<file path="config.mk">
export PLATFORM = sky130hd
export DESIGN_NAME = cpom_cell
export DESIGN_NICKNAME = d
export VERILOG_FILES = /design/src/hw/rtl/cpom_pkg.sv /design/src/hw/rtl/cpom_cell.sv
export SDC_FILE = /design/constraint.sdc
export NUM_CORES = 1
export LEC_CHECK = 0
export ABC_AREA = 1
export BUFFER_PORTS_ARGS = -buffer_cell sky130_fd_sc_hd__buf_2
export CAP_MARGIN = 10
export CORE_MARGIN = 10
export CORE_UTILIZATION = 50
export CTS_BUF_LIST = sky130_fd_sc_hd__clkbuf_8
export CTS_CLUSTER_DIAMETER = 50
export DETAILED_ROUTE_END_ITERATION = 12
export PLACE_DENSITY = 0.93
export SETUP_SLACK_MARGIN = 0.05
export SLEW_MARGIN = 10
export SYNTH_ARGS = -nofsm -noshare
export SYNTH_HDL_FRONTEND = slang
export SYNTH_SLANG_ARGS = --single-unit
</file>
<file path="constraint.sdc">
create_clock -name clk -period 3.9 [get_ports clk]
set_input_delay 0.975 -clock clk [delete_from_list [all_inputs] [get_ports clk]]
set_output_delay 0.975 -clock clk [all_outputs]
set_load 0.005 [all_outputs]
</file>
<file path="src/hw/rtl/cpom_pkg.sv">
`timescale 1ns / 1ps
// ----------------------------------------------------------------------------
// cpom_pkg
// Shared constants and types for the causal pair offset matcher.
// ----------------------------------------------------------------------------
package cpom_pkg;

	localparam int TableEntries = 256;
	localparam int NodeCount    = 16;
	localparam int KeyBits      = 64;
	localparam int StampW       = 62;
	localparam int OffsetW      = 63;

	typedef enum logic [1:0] {
		FUNC_EVENT = 2'd0,
		FUNC_READ  = 2'd1,
		FUNC_CLEAR = 2'd2,
		FUNC_NONE  = 2'd3
	} func_t;

	// broadcast from the controller to every cell
	typedef struct packed {
		logic search;
		logic remove;
		logic insert;
		logic clear;
	} cell_cmd_t;

endpackage

</file>
<file path="src/hw/rtl/cpom_cell.sv">
`timescale 1ns / 1ps
// ----------------------------------------------------------------------------
// cpom_cell
// One table entry: key compare, hit/free chain, insert, remove and clear.
// ----------------------------------------------------------------------------
module cpom_cell #(
	parameter int KEY_BITS = cpom_pkg::KeyBits
) (
	input  logic                        clk,
	input  logic                        arst_n,
	input  cpom_pkg::cell_cmd_t         cmd,
	input  logic [KEY_BITS-1:0]         key,
	input  logic [cpom_pkg::StampW-1:0] stamp,
	input  logic                        hit_in,
	input  logic                        free_in,
	output logic                        hit_out,
	output logic                        free_out,
	output logic                        hit_here,
	output logic [cpom_pkg::StampW-1:0] stamp_out
);

	logic                        valid_q;
	logic                        hitflag_q;
	logic                        freeflag_q;
	logic [KEY_BITS-1:0]         key_q;
	logic [cpom_pkg::StampW-1:0] stamp_q;
	logic                        eq;

	assign eq        = valid_q && (key_q == key);
	// first-hit and first-free priority chains
	assign hit_out   = hit_in | eq;
	assign free_out  = free_in | !valid_q;
	assign hit_here  = hitflag_q;
	assign stamp_out = stamp_q;

	// clear, or latch search results, then apply remove or insert
	always_ff @(posedge clk or negedge arst_n) begin
		if (!arst_n) begin
			valid_q    <= 1'b0;
			hitflag_q  <= 1'b0;
			freeflag_q <= 1'b0;
		end else if (cmd.clear) begin
			valid_q    <= 1'b0;
			hitflag_q  <= 1'b0;
			freeflag_q <= 1'b0;
		end else if (cmd.search) begin
			hitflag_q  <= eq && !hit_in;
			freeflag_q <= !valid_q && !free_in;
		end else begin
			if (cmd.remove && hitflag_q)
				valid_q <= 1'b0;
			if (cmd.insert && freeflag_q)
				valid_q <= 1'b1;
		end
	end

	// store payload on insert
	always_ff @(posedge clk) begin
		if (cmd.insert && freeflag_q && !cmd.search) begin
			key_q   <= key;
			stamp_q <= stamp;
		end
	end

endmodule

</file>
---- Word-level counts from Yosys, hierarchy flattened ----
Index checks and enable logic that the tools add are counted.
operators by class
  bitwise operators ....................... 2
  reduce and logical (&&, ||, !) cells .... 13
  equality and inequality tests ........... 2
  mux-type cells .......................... 8
operator list
  cell                                          count
  64-bit == test                                1
  1-bit 2-to-1 mux                              8
  1-bit logical AND                             6
  1-bit logical NOT                             4
  3-bit nonzero test                            1
  2-bit inequality test, second input constant  1
  1-bit OR                                      2
  2-bit AND reduction                           1
  2-bit nonzero test                            1
storage, ports and cells
  register bits ........................... 129
  bits of input ports ..................... 134
  output and inout port bits .............. 65

---- Depth between registers and ports, before layout ----
Gate-level depths: netlist of run 1.
  depth in word-level cells ............... 5
  gate-level depth with buffers ........... 10
  mapped depth without buffers ............ 10

---- Worst setup path before layout of run 1 ----
Ideal clock, no wire load.
  path kind ............................... input port to flip-flop
  start ................................... input cmd[3] (netlist bit)
  end ..................................... register key_q[0], enable pin
  setup time .............................. 0.479 ns
  slack ................................... -0.157 ns
  path buffers ............................ 0
  stages on the path ...................... 3
  arrival ................................. 3.578 ns
  path through ............................ inv_1 nand3_1 inv_1
between the ends
  cells in the longest elaborated chain, start to end .. 2
ends and longest elaborated chain
  what                  RTL line         RTL
  start, declared       cpom_cell.sv:11  input cpom_pkg::cell_cmd_t cmd,
  1-bit logical NOT     cpom_cell.sv:59  if (cmd.insert && freeflag_q && !cmd.search) begin
  1-bit logical AND     cpom_cell.sv:59
  end signal, assigned  cpom_cell.sv:60  key_q <= key;
  end, declared         cpom_cell.sv:25  logic [KEY_BITS-1:0] key_q;
Every way passes these cells.
A chain may end at the register's enable or synchronous reset.

---- Worst setup path after layout of run 1 ----
  start ................................... input key[44]
  end ..................................... output hit_out
between the ends
  cells in the longest elaborated chain, start to end .. 3
ends and longest elaborated chain
  what               RTL line         RTL
  start, declared    cpom_cell.sv:12  input logic [KEY_BITS-1:0] key,
  64-bit == test     cpom_cell.sv:29  assign eq = valid_q && (key_q == key);
  1-bit logical AND  cpom_cell.sv:29
  1-bit OR           cpom_cell.sv:31  assign hit_out = hit_in | eq;
  end, declared      cpom_cell.sv:16  output logic hit_out,
Every way passes these cells.

==> metrics.yaml, run 1 <==
crit_required_ns: 2.92
yosys.area.top_type_share: 0.749
initial_core_util: 0.514
stdcell_area_um2: 6610
cp.buffers_inverters: 2
post-route-period-util: 0.774
synthDistinctLibCells: 18
peakVddDrop_mv: 0.309
htreeDepth: 4
path_clk_slew_ns: 0.07
synthesis.nets: 536
worst-r2r-setup-slack_ns: 2.12
postCtsSetupBuffers: 0
slew_violations: 0
io_buffers: 198
fin_util: 0.673
io_pins: 199
r2r-start: "freeflag_q"
internal_power_mw: 2.15
drc_errors: 0
layout-drive-gt1-share: 0.372
crit_start: "key[44]"
final_common_cell: "buf_2"
cts_tree: "built"
grt_antenna_before_repair: 1
die_w_um: 121
syn_area_per_cell_um2: 12.6
slew_headroom: 0.660
cts_buffers: 17
use_met1: 0.160
crit_chain: "buf_2 > nor2_1 > nor2_1 > nor2_1 > nand2_1 > nor2_1 > nand2_1 > nor2_2 > nand3_1 > nand2_1 > buf_2"
grt_first_pass_wirelength_um: 19300
hpwl_um: 9720
netlist_instances: 402
core_um2: 9820
postRouteAntennaNets: 0
critPathMaxStageDelay_ns: 0.12
finalSetupTns_ns: 0
yosysWarnings: 0
clock_latency_ns: 0.43
crit_path_start_kind: "input port"
switching_share: 0.228
finalPower_mw: 2.78
post_drt_wl_per_cell_um: 16.0
cts_resized: 0
tightest_slew_ns: 0.510
p_sw_uw: 634
clockBufferDepth: 2
grt_use_met3: 0.0875
crit_family: "simple AND/OR/NAND/NOR gates"
first_global_vias: 3906
clock_sinks: 129
hold_path.class: "in -> async"
status: "finished, final reports clean"
r2r_cells: 3
synth_area_leader_cell: "edfxtp_1"
mostFrequentLayoutCells: "198 x buf_2, 126 x edfxtp_1, 105 x nand2_1"
synth_area_um2: 5050
drt-pass1-iter-count: 4
crit_end: "hit_out"
dieArea_um2: 14500
grt_usage: 0.172
setup_viol_count_final: 0
areaGrowthSynthToFinish_pct: 30.8
cp.arrival_ns: 2.04
clockPowerShare: 0.374
grt_busiest_layer: "met2"
grt_max_degree: 68
place_congestion: 0.781
max_freq_mhz: 331
regToRegEndpoint: "key_q[49]"
num_vias: 3544
gr-usage-met2: 0.309
synthTopCellsByArea: "edfxtp_1 75%, nand2_1 7.8%, inv_1 5.2%, nor2_1 3.5%, xnor2_1 2.9%"
num_rows: 36
crit_cells: 11
cts_hold_buffers: 0
die_h_um: 121
crit_slowest_cell: "buf_2"
rsz0062_at_grt: "false"
cts-root-buf: "clkbuf_8"
power_density_nw_per_um2: 421
dpl_cell_area_um2: 6240
cap_violations: 0
grt-ovfl-total: 0
fin_crit_ns: 3.02
cp_common_cell: "nor2_1"
finalHoldViolCount: 0
ys_ff_latch: 129
power.leakage_nw: 2.95
critPathCaptureType: "primary output"
nets: 755
seqPwrFrac: 0.563
fin_skew_ns: 0.00970
crit_type: "in -> out"
ys_seq_area_frac: 0.764
vias_per_cell: 4.61
routed_wl_um: 12300
drt_iter0_markers: 138
p_comb_frac: 0.064
cp_max_fo: 3
## worst min-delay path by stage
| stage | start | end | slack (ns) | depth (start not counted) |
|---|---|---|---|---|
| finish | arst_n | valid_q | 0.34 | 1 |
| global route | arst_n | valid_q | 0.31 | 1 |
| CTS | arst_n | valid_q | 0.31 | 1 |
| detailed placement | hit_here | hit_here | 0.50 | 2 |
| global placement | freeflag_q | freeflag_q | 0.46 | 2 |
| floorplan | freeflag_q | freeflag_q | 0.45 | 2 |
## cell families (layout without fill, tap and decap cells)
kind of cell | after synthesis | after routing | share of synthesized area
simple gates | 170 | 170 | 0.134
flops | 129 | 129 | 0.764
buf+inv | 71 | 303 | 0.0528
xor+xnor | 21 | 21 | 0.0364
compound gates | 11 | 11 | 0.0129
other cells | 0 | 1 | 0
## Yosys cell counts
master / count
a21boi_2: 1
a21oi_1: 1
dfrtp_1: 3
edfxtp_1: 126
inv_1: 70
inv_2: 1
nand2_1: 105
nand3_1: 4
nand4_1: 8
nor2_1: 47
nor2_2: 2
nor3_1: 1
o21ai_0: 1
o21ai_1: 7
o41ai_1: 1
or2_0: 3
xnor2_1: 17
xor2_1: 4
## layer usage
layer | vias up | part of all wire
li1 | 1749 | -
met1 | 1630 | 0.34
met2 | 144 | 0.53
met3 | 21 | 0.11
met4 | 0 | 0.020
met5 | - | 0
## final cells by class
type | count | area, µm²
flip-flops and latches | 129 | 3860
multi-input cells | 202 | 926
clock buffers | 17 | 234
diodes | 1 | 2.50
inverters | 71 | 270
well taps | 133 | 166
repair buffers | 200 | 1020
clock inverters | 15 | 133
fillers | 736 | 3210
## state kept, by name, summed over array words and instances (netlist names)
signal,flops
freeflag_q,1
valid_q,1
stamp_out,62
key_q,64
hit_here,1
## stage by stage
stage                     worst slack (ns)  hold WS, ns  cells
after CTS                            0.838        0.309    767
after global routing                 0.730        0.306    768
after detailed placement             0.844        0.502    735
after global placement               0.923        0.461    735
after floorplan                      0.504        0.447    402
final                                0.883        0.337    768
## worst register-to-register path: cells and delay by family, from the launching register on
| family | cells | cell delay, ns |
|---|---|---|
| and+or+nand+nor | 1 | 0.14 |
| buffers and inverters | 2 | 0.89 |
| DFF | 1 | 0.36 |
## power by group through the flow
stage / sequential [mW] / combinational, mW / clock, mW
floorplan: 1.60 / 0.0639 / 0
global placement: 1.59 / 0.166 / 0
detailed placement: 1.60 / 0.179 / 0
CTS: 1.57 / 0.180 / 1.06
global route: 1.57 / 0.200 / 1.13
finish: 1.57 / 0.177 / 1.04
No activity file was read; power rests on OpenSTA's default activity.
==> inputs of run 2 (changes only) <==
--- a/config.mk
+++ b/config.mk
@@ -5,15 +5,15 @@
 export SDC_FILE = /design/constraint.sdc
 export NUM_CORES = 1
 export LEC_CHECK = 0
-export ABC_AREA = 1
+export ABC_AREA = 0
 export BUFFER_PORTS_ARGS = -buffer_cell sky130_fd_sc_hd__buf_2
 export CAP_MARGIN = 10
 export CORE_MARGIN = 10
-export CORE_UTILIZATION = 50
+export CORE_UTILIZATION = 49
 export CTS_BUF_LIST = sky130_fd_sc_hd__clkbuf_8
 export CTS_CLUSTER_DIAMETER = 50
 export DETAILED_ROUTE_END_ITERATION = 12
-export PLACE_DENSITY = 0.93
+export PLACE_DENSITY = 0.92
 export SETUP_SLACK_MARGIN = 0.05
 export SLEW_MARGIN = 10
 export SYNTH_ARGS = -nofsm -noshare
==> constraint.sdc (replaced) <==
create_clock -name clk -period 3.1 [get_ports clk]
set_input_delay 0.775 -clock clk [delete_from_list [all_inputs] [get_ports clk]]
set_output_delay 0.775 -clock clk [all_outputs]
set_load 0.005 [all_outputs]
==> run 2 against run 1 <==
Clock power increased by 55%. Sequential power rose by 25%. Setup slack lost 0.75 ns. Cell area about the same. Cell count is 18% lower. Critical endpoint unchanged.
==> metrics.yaml, run 2 <==
crit_required_ns: 2.32
dpl_cell_area_um2: 6050
multiInputGateArea_um2: 1020
r2r-start: "key_q[34]"
p_sw_uw: 774
yosys-top-cells-count: "126 x edfxtp_1, 46 x xnor2_1, 18 x nand4_1, 11 x inv_1, 7 x nand2b_1"
clockBufferDepth: 2
placed_cells: 597
die_w_um: 119
dieArea_um2: 14200
fin_skew_ns: 0.0133
post_drt_wl_per_cell_um: 19.8
routed_wl_um: 12500
power.leakage_nw: 2.56
initial_core_util: 0.496
syn_area_per_cell_um2: 18.5
clockPowerShare: 0.424
io_pins: 199
cts-root-buf: "clkbuf_8"
synthesis.nets: 394
slew_headroom: 0.617
mostFrequentLayoutCells: "198 x buf_2, 126 x edfxtp_1, 40 x xnor2_1"
rsz0062_at_grt: "true"
tightest_slew_ns: 0.573
grt_first_pass_wirelength_um: 19200
cp_max_fo: 2
grt_max_degree: 61
vias_per_cell: 4.97
switching_share: 0.204
fin_crit_ns: 2.97
areaGrowthSynthToFinish_pct: 37.4
peakVddDrop_mv: 0.441
yosysWarnings: 0
yosys.area.top_type_share: 0.787
status: "finished, final reports clean"
num_rows: 36
internal_power_mw: 3.01
hold_path.class: "in -> async"
slew_violations: 0
clock_sinks: 129
seqPwrFrac: 0.516
core_um2: 9680
ys_ff_latch: 129
synth_area_um2: 4810
crit_path_start_kind: "input port"
first_global_vias: 3470
place_congestion: 0.830
netlist_instances: 260
stdcell_area_um2: 6600
postRouteAntennaNets: 0
grt_usage: 0.178
drt_iter0_markers: 179
hpwl_um: 9670
crit_start: "key[48]"
synthArstFlopShare: 0.0233
synthDistinctLibCells: 30
p_comb_frac: 0.059
die_h_um: 119
ys_seq_area_frac: 0.803
max_freq_mhz: 337
post-route-period-util: 0.958
fin_cells: 629
layout-drive-gt1-share: 0.506
finalHoldViolCount: 0
nets: 618
yosysMostFrequentCell: "edfxtp_1"
setup_viol_count_final: 0
cts_hold_buffers: 0
grt_antenna_before_repair: 0
synthTopCellsByArea: "edfxtp_1 79%, xnor2_1 8.4%, nand4_1 2.3%, dfrtp_1 1.6%, nand2b_1 0.91%"
seq_area_um2: 3860
worst_hold_slack_ns: 0.128
htreeDepth: 4
synth_edf_count: 126
top_register: "key_q"
n_antenna_cell: 0
final_common_cell: "buf_2"
critPathCaptureType: "primary output"
io_buffers: 198
cts_tree: "built"
power_density_nw_per_um2: 574
cts_buffers: 17
synth_area_leader_cell: "edfxtp_1"
r2r_cells: 5
cap_violations: 0
grt-ovfl-total: 0
drt-pass1-iter-count: 4
cp.arrival_ns: 2.20
num_vias: 3124
crit_type: "in -> out"
fillerInstances: 665
synth_flop_cell: "edfxtp_1"
path_clk_slew_ns: 0.07
largest_reg_flops: 64
drc_errors: 0
clock_latency_ns: 0.44
## run 2: final timing paths
| kind | endpoint | slack (ns) |
|---|---|---|
| min | valid_q | 0.13 |
| max reg2reg | hit_here | 1.36 |
| min in group clk | stamp_out[46] | 0.51 |
| max | hit_out | 0.13 |
| max in group asynchronous | hit_here | 2.87 |
| min reg2reg | freeflag_q | 0.60 |
## run 2: repair_timing
item                       4_1_cts  5_1_grt
pin swaps                        1        7
gates resized for setup          5       10
setup buffers                    0        1
setup endpoints to repair        1        1
## run 2: critical path: stages
cell and delay, ns:
buf_2 0.12, xnor2_1 0.21, nand4_1 0.21, nor4_4 0.38
nand3_2 0.16, o31ai_4 0.19, buf_2 0.15
## run 2: area by class of cell
cell class / instances / area share
clock inverters: 14 / 0.0324
inverters: 11 / 0.00625
well taps: 133 / 0.0252
flip-flops and latches: 129 / 0.584
repair buffers: 205 / 0.162
multi-input cells: 120 / 0.154
clock buffers: 17 / 0.0354
## run 2: metal layers
layer  vias to the layer above  part of all wire  track usage
met5                         -                 0            0
met3                        22              0.11       0.0954
li1                       1458                 -            -
met4                         0             0.022       0.0824
met2                       167              0.51        0.294
met1                      1477              0.36        0.183
## run 2: cells by family (layout without fill, tap and decap cells)
| family | after synthesis | in the layout | share of synthesized area |
|---|---|---|---|
| xor gates and xnor gates | 51 | 51 | 0.0929 |
| and+or+nand+nor | 55 | 55 | 0.0721 |
| muxes | 1 | 1 | 0.00208 |
| AOI/OAI and AO/OA | 13 | 13 | 0.0213 |
| DFF | 129 | 129 | 0.803 |
| buffers and inverters | 11 | 247 | 0.00859 |
## run 2: power groups by stage
stage	combinational [mW]	sequential (mW)	clock, mW
floorplan	0.0715	2.00	0
global placement	0.205	1.99	0
detailed placement	0.216	1.99	0
CTS	0.220	1.95	1.65
global route	0.247	1.96	1.72
finish	0.225	1.96	1.61
## run 2: per-stage QoR
step                       util  power [mW]  setup slack, ns  setup TNS [ns]
final                     0.682        3.79            0.129               0
after global routing      0.682        3.93           0.0182               0
after CTS                 0.674        3.82           0.0678               0
after detailed placement  0.625        2.21          -0.0552         -0.0552
after global placement    0.625        2.20          -0.0396         -0.0396
after floorplan               -        2.07          -0.0153           -1.93
==> inputs of run 3 (changes only) <==
--- a/config.mk
+++ b/config.mk
@@ -14,6 +14,7 @@
 export CTS_CLUSTER_DIAMETER = 50
 export DETAILED_ROUTE_END_ITERATION = 12
 export PLACE_DENSITY = 0.92
+export RECOVER_POWER = 100
 export SETUP_SLACK_MARGIN = 0.05
 export SLEW_MARGIN = 10
 export SYNTH_ARGS = -nofsm -noshare
==> run 3 against run 2 <==
First-iteration DRC count is 10% higher. Wire length is 0.23% higher. Flip-flop and latch count did not move. Register-to-register slack worse by 1.0 ns. Sequential power is essentially flat. Fmax is 1.2% higher. Clock skew decreased by 0.00056 ns. Setup slack better by 0.034 ns. Critical endpoint unchanged. Largest cell class unchanged. Highest routed layer unchanged.
==> metrics.yaml, run 3 (synthesis results as in run 2) <==
vias_per_cell: 4.95
post_drt_wl_per_cell_um: 19.9
regToRegEndpoint: "stamp_out[61]"
areaGrowthSynthToFinish_pct: 33.3
cap_violations: 0
final_common_cell: "clkbuf_1"
critPathCaptureType: "primary output"
multiInputGateArea_um2: 1010
io_pins: 199
tightest_slew_ns: 1.36
r2r-start: "freeflag_q"
die_w_um: 119
cts_tree: "built"
largest_reg_flops: 64
slew_violations: 0
post-route-period-util: 0.947
grt_usage: 0.178
htreeDepth: 4
layout-drive-gt1-share: 0.238
core_um2: 9680
worst-r2r-setup-slack_ns: 0.36
io_buffers: 198
top_register: "key_q"
crit_type: "in -> out"
slew_headroom: 0.0874
cp_max_fo: 3
power_density_nw_per_um2: 589
place_congestion: 0.830
num_rows: 36
die_h_um: 119
drt_iter0_markers: 197
seq_area_um2: 3860
grt_antenna_before_repair: 0
initial_core_util: 0.496
peakVddDrop_mv: 0.436
postRouteAntennaNets: 0
cts_buffers: 17
power.leakage_nw: 2.19
post-place-ws_ns: -0.0552
fin_crit_ns: 2.94
crit_required_ns: 2.32
cts-root-buf: "clkbuf_8"
hold_path.class: "in -> async"
hpwl_um: 9670
first_global_vias: 3470
r2r_cells: 3
grt_max_degree: 61
max_freq_mhz: 340
fillerInstances: 757
grt_first_pass_wirelength_um: 19200
drt-pass1-iter-count: 4
crit_path_start_kind: "input port"
num_vias: 3114
rsz0062_at_grt: "true"
cp.arrival_ns: 2.16
dieArea_um2: 14200
finalHoldViolCount: 0
clockBufferDepth: 2
clock_sinks: 129
status: "finished, final reports clean"
path_clk_slew_ns: 0.07
fin_skew_ns: 0.0128
mostFrequentLayoutCells: "131 x clkbuf_1, 126 x edfxtp_1, 66 x buf_2"
finalPower_mw: 3.77
clock_latency_ns: 0.44
nets: 618
postLayoutSetupSlackWorst_ns: 0.163
grt-ovfl-total: 0
n_antenna_cell: 0
setup_viol_count_final: 0
drc_errors: 0
routed_wl_um: 12500
[run 3: changes by cell type in the layout (fill, tap and decap cells not counted)]
cell,previous run,this run
clkbuf_4,0,2
buf_12,2,0
nor2_4,1,0
buf_1,0,1
clkbuf_1,0,131
nor2_1,4,5
buf_2,198,66
[run 3: routing by layer]
metal | wire, µm | vias to the layer above | share of wire | global-route usage
li1 | - | 1455 | - | -
met1 | 4590 | 1494 | 0.37 | 0.183
met2 | 6420 | 145 | 0.51 | 0.294
met3 | 1240 | 20 | 0.099 | 0.0954
met4 | 247 | 0 | 0.020 | 0.0824
met5 | 0 | - | 0 | 0
[run 3: through the flow]
step | hold slack [ns] | cells | setup TNS [ns] | instance area [µm²] | utilization
floorplan | 0.479 | 260 | -1.93 | 4820 | -
global placement | 0.564 | 597 | -0.0396 | 6050 | 0.625
detailed placement | 0.574 | 597 | -0.0552 | 6050 | 0.625
CTS | 0.0799 | 628 | 0 | 6520 | 0.674
global route | 0.116 | 629 | 0 | 6400 | 0.661
finish | 0.140 | 629 | 0 | 6400 | 0.661
[run 3: how the worst max path moves through the flow]
stage                   start  endpoint  cells past startpoint
floorplan              cmd[1]  key_q[0]                      2
global placement      key[62]   hit_out                      8
detailed placement    key[62]   hit_out                      8
CTS                 key_q[11]   hit_out                      6
global route        key_q[58]   hit_out                      6
finish                key[25]   hit_out                      7
[run 3: report_power, final]
group	internal [mW]	switching [mW]
clock	0.953	0.655
combinational	0.0987	0.109
sequential	1.95	0.0106
[run 3: worst max-delay path, stage by stage]
cell      delay (ns)
clkbuf_1        0.19
nor2b_4         0.05
a2111o_1        0.39
nor4_4          0.22
nand3_2         0.13
o31ai_4         0.26
buf_2           0.15
[run 3: final cells by class]
class	count	share of cell area
Clock inverter	14	0.0334
Tap cell	133	0.0260
Inverter	11	0.00645
Multi-Input combinational cell	120	0.158
Sequential cell	129	0.602
Timing Repair Buffer	205	0.137
Clock buffer	17	0.0365
[run 3: timing repair]
item / in CTS / in global routing
hold buffers: 0 / 0
setup endpoints to repair: 1 / 1
gates resized for setup: 5 / 10
setup buffers: 0 / 1
pin swaps: 1 / 7
cloned: 0 / 0
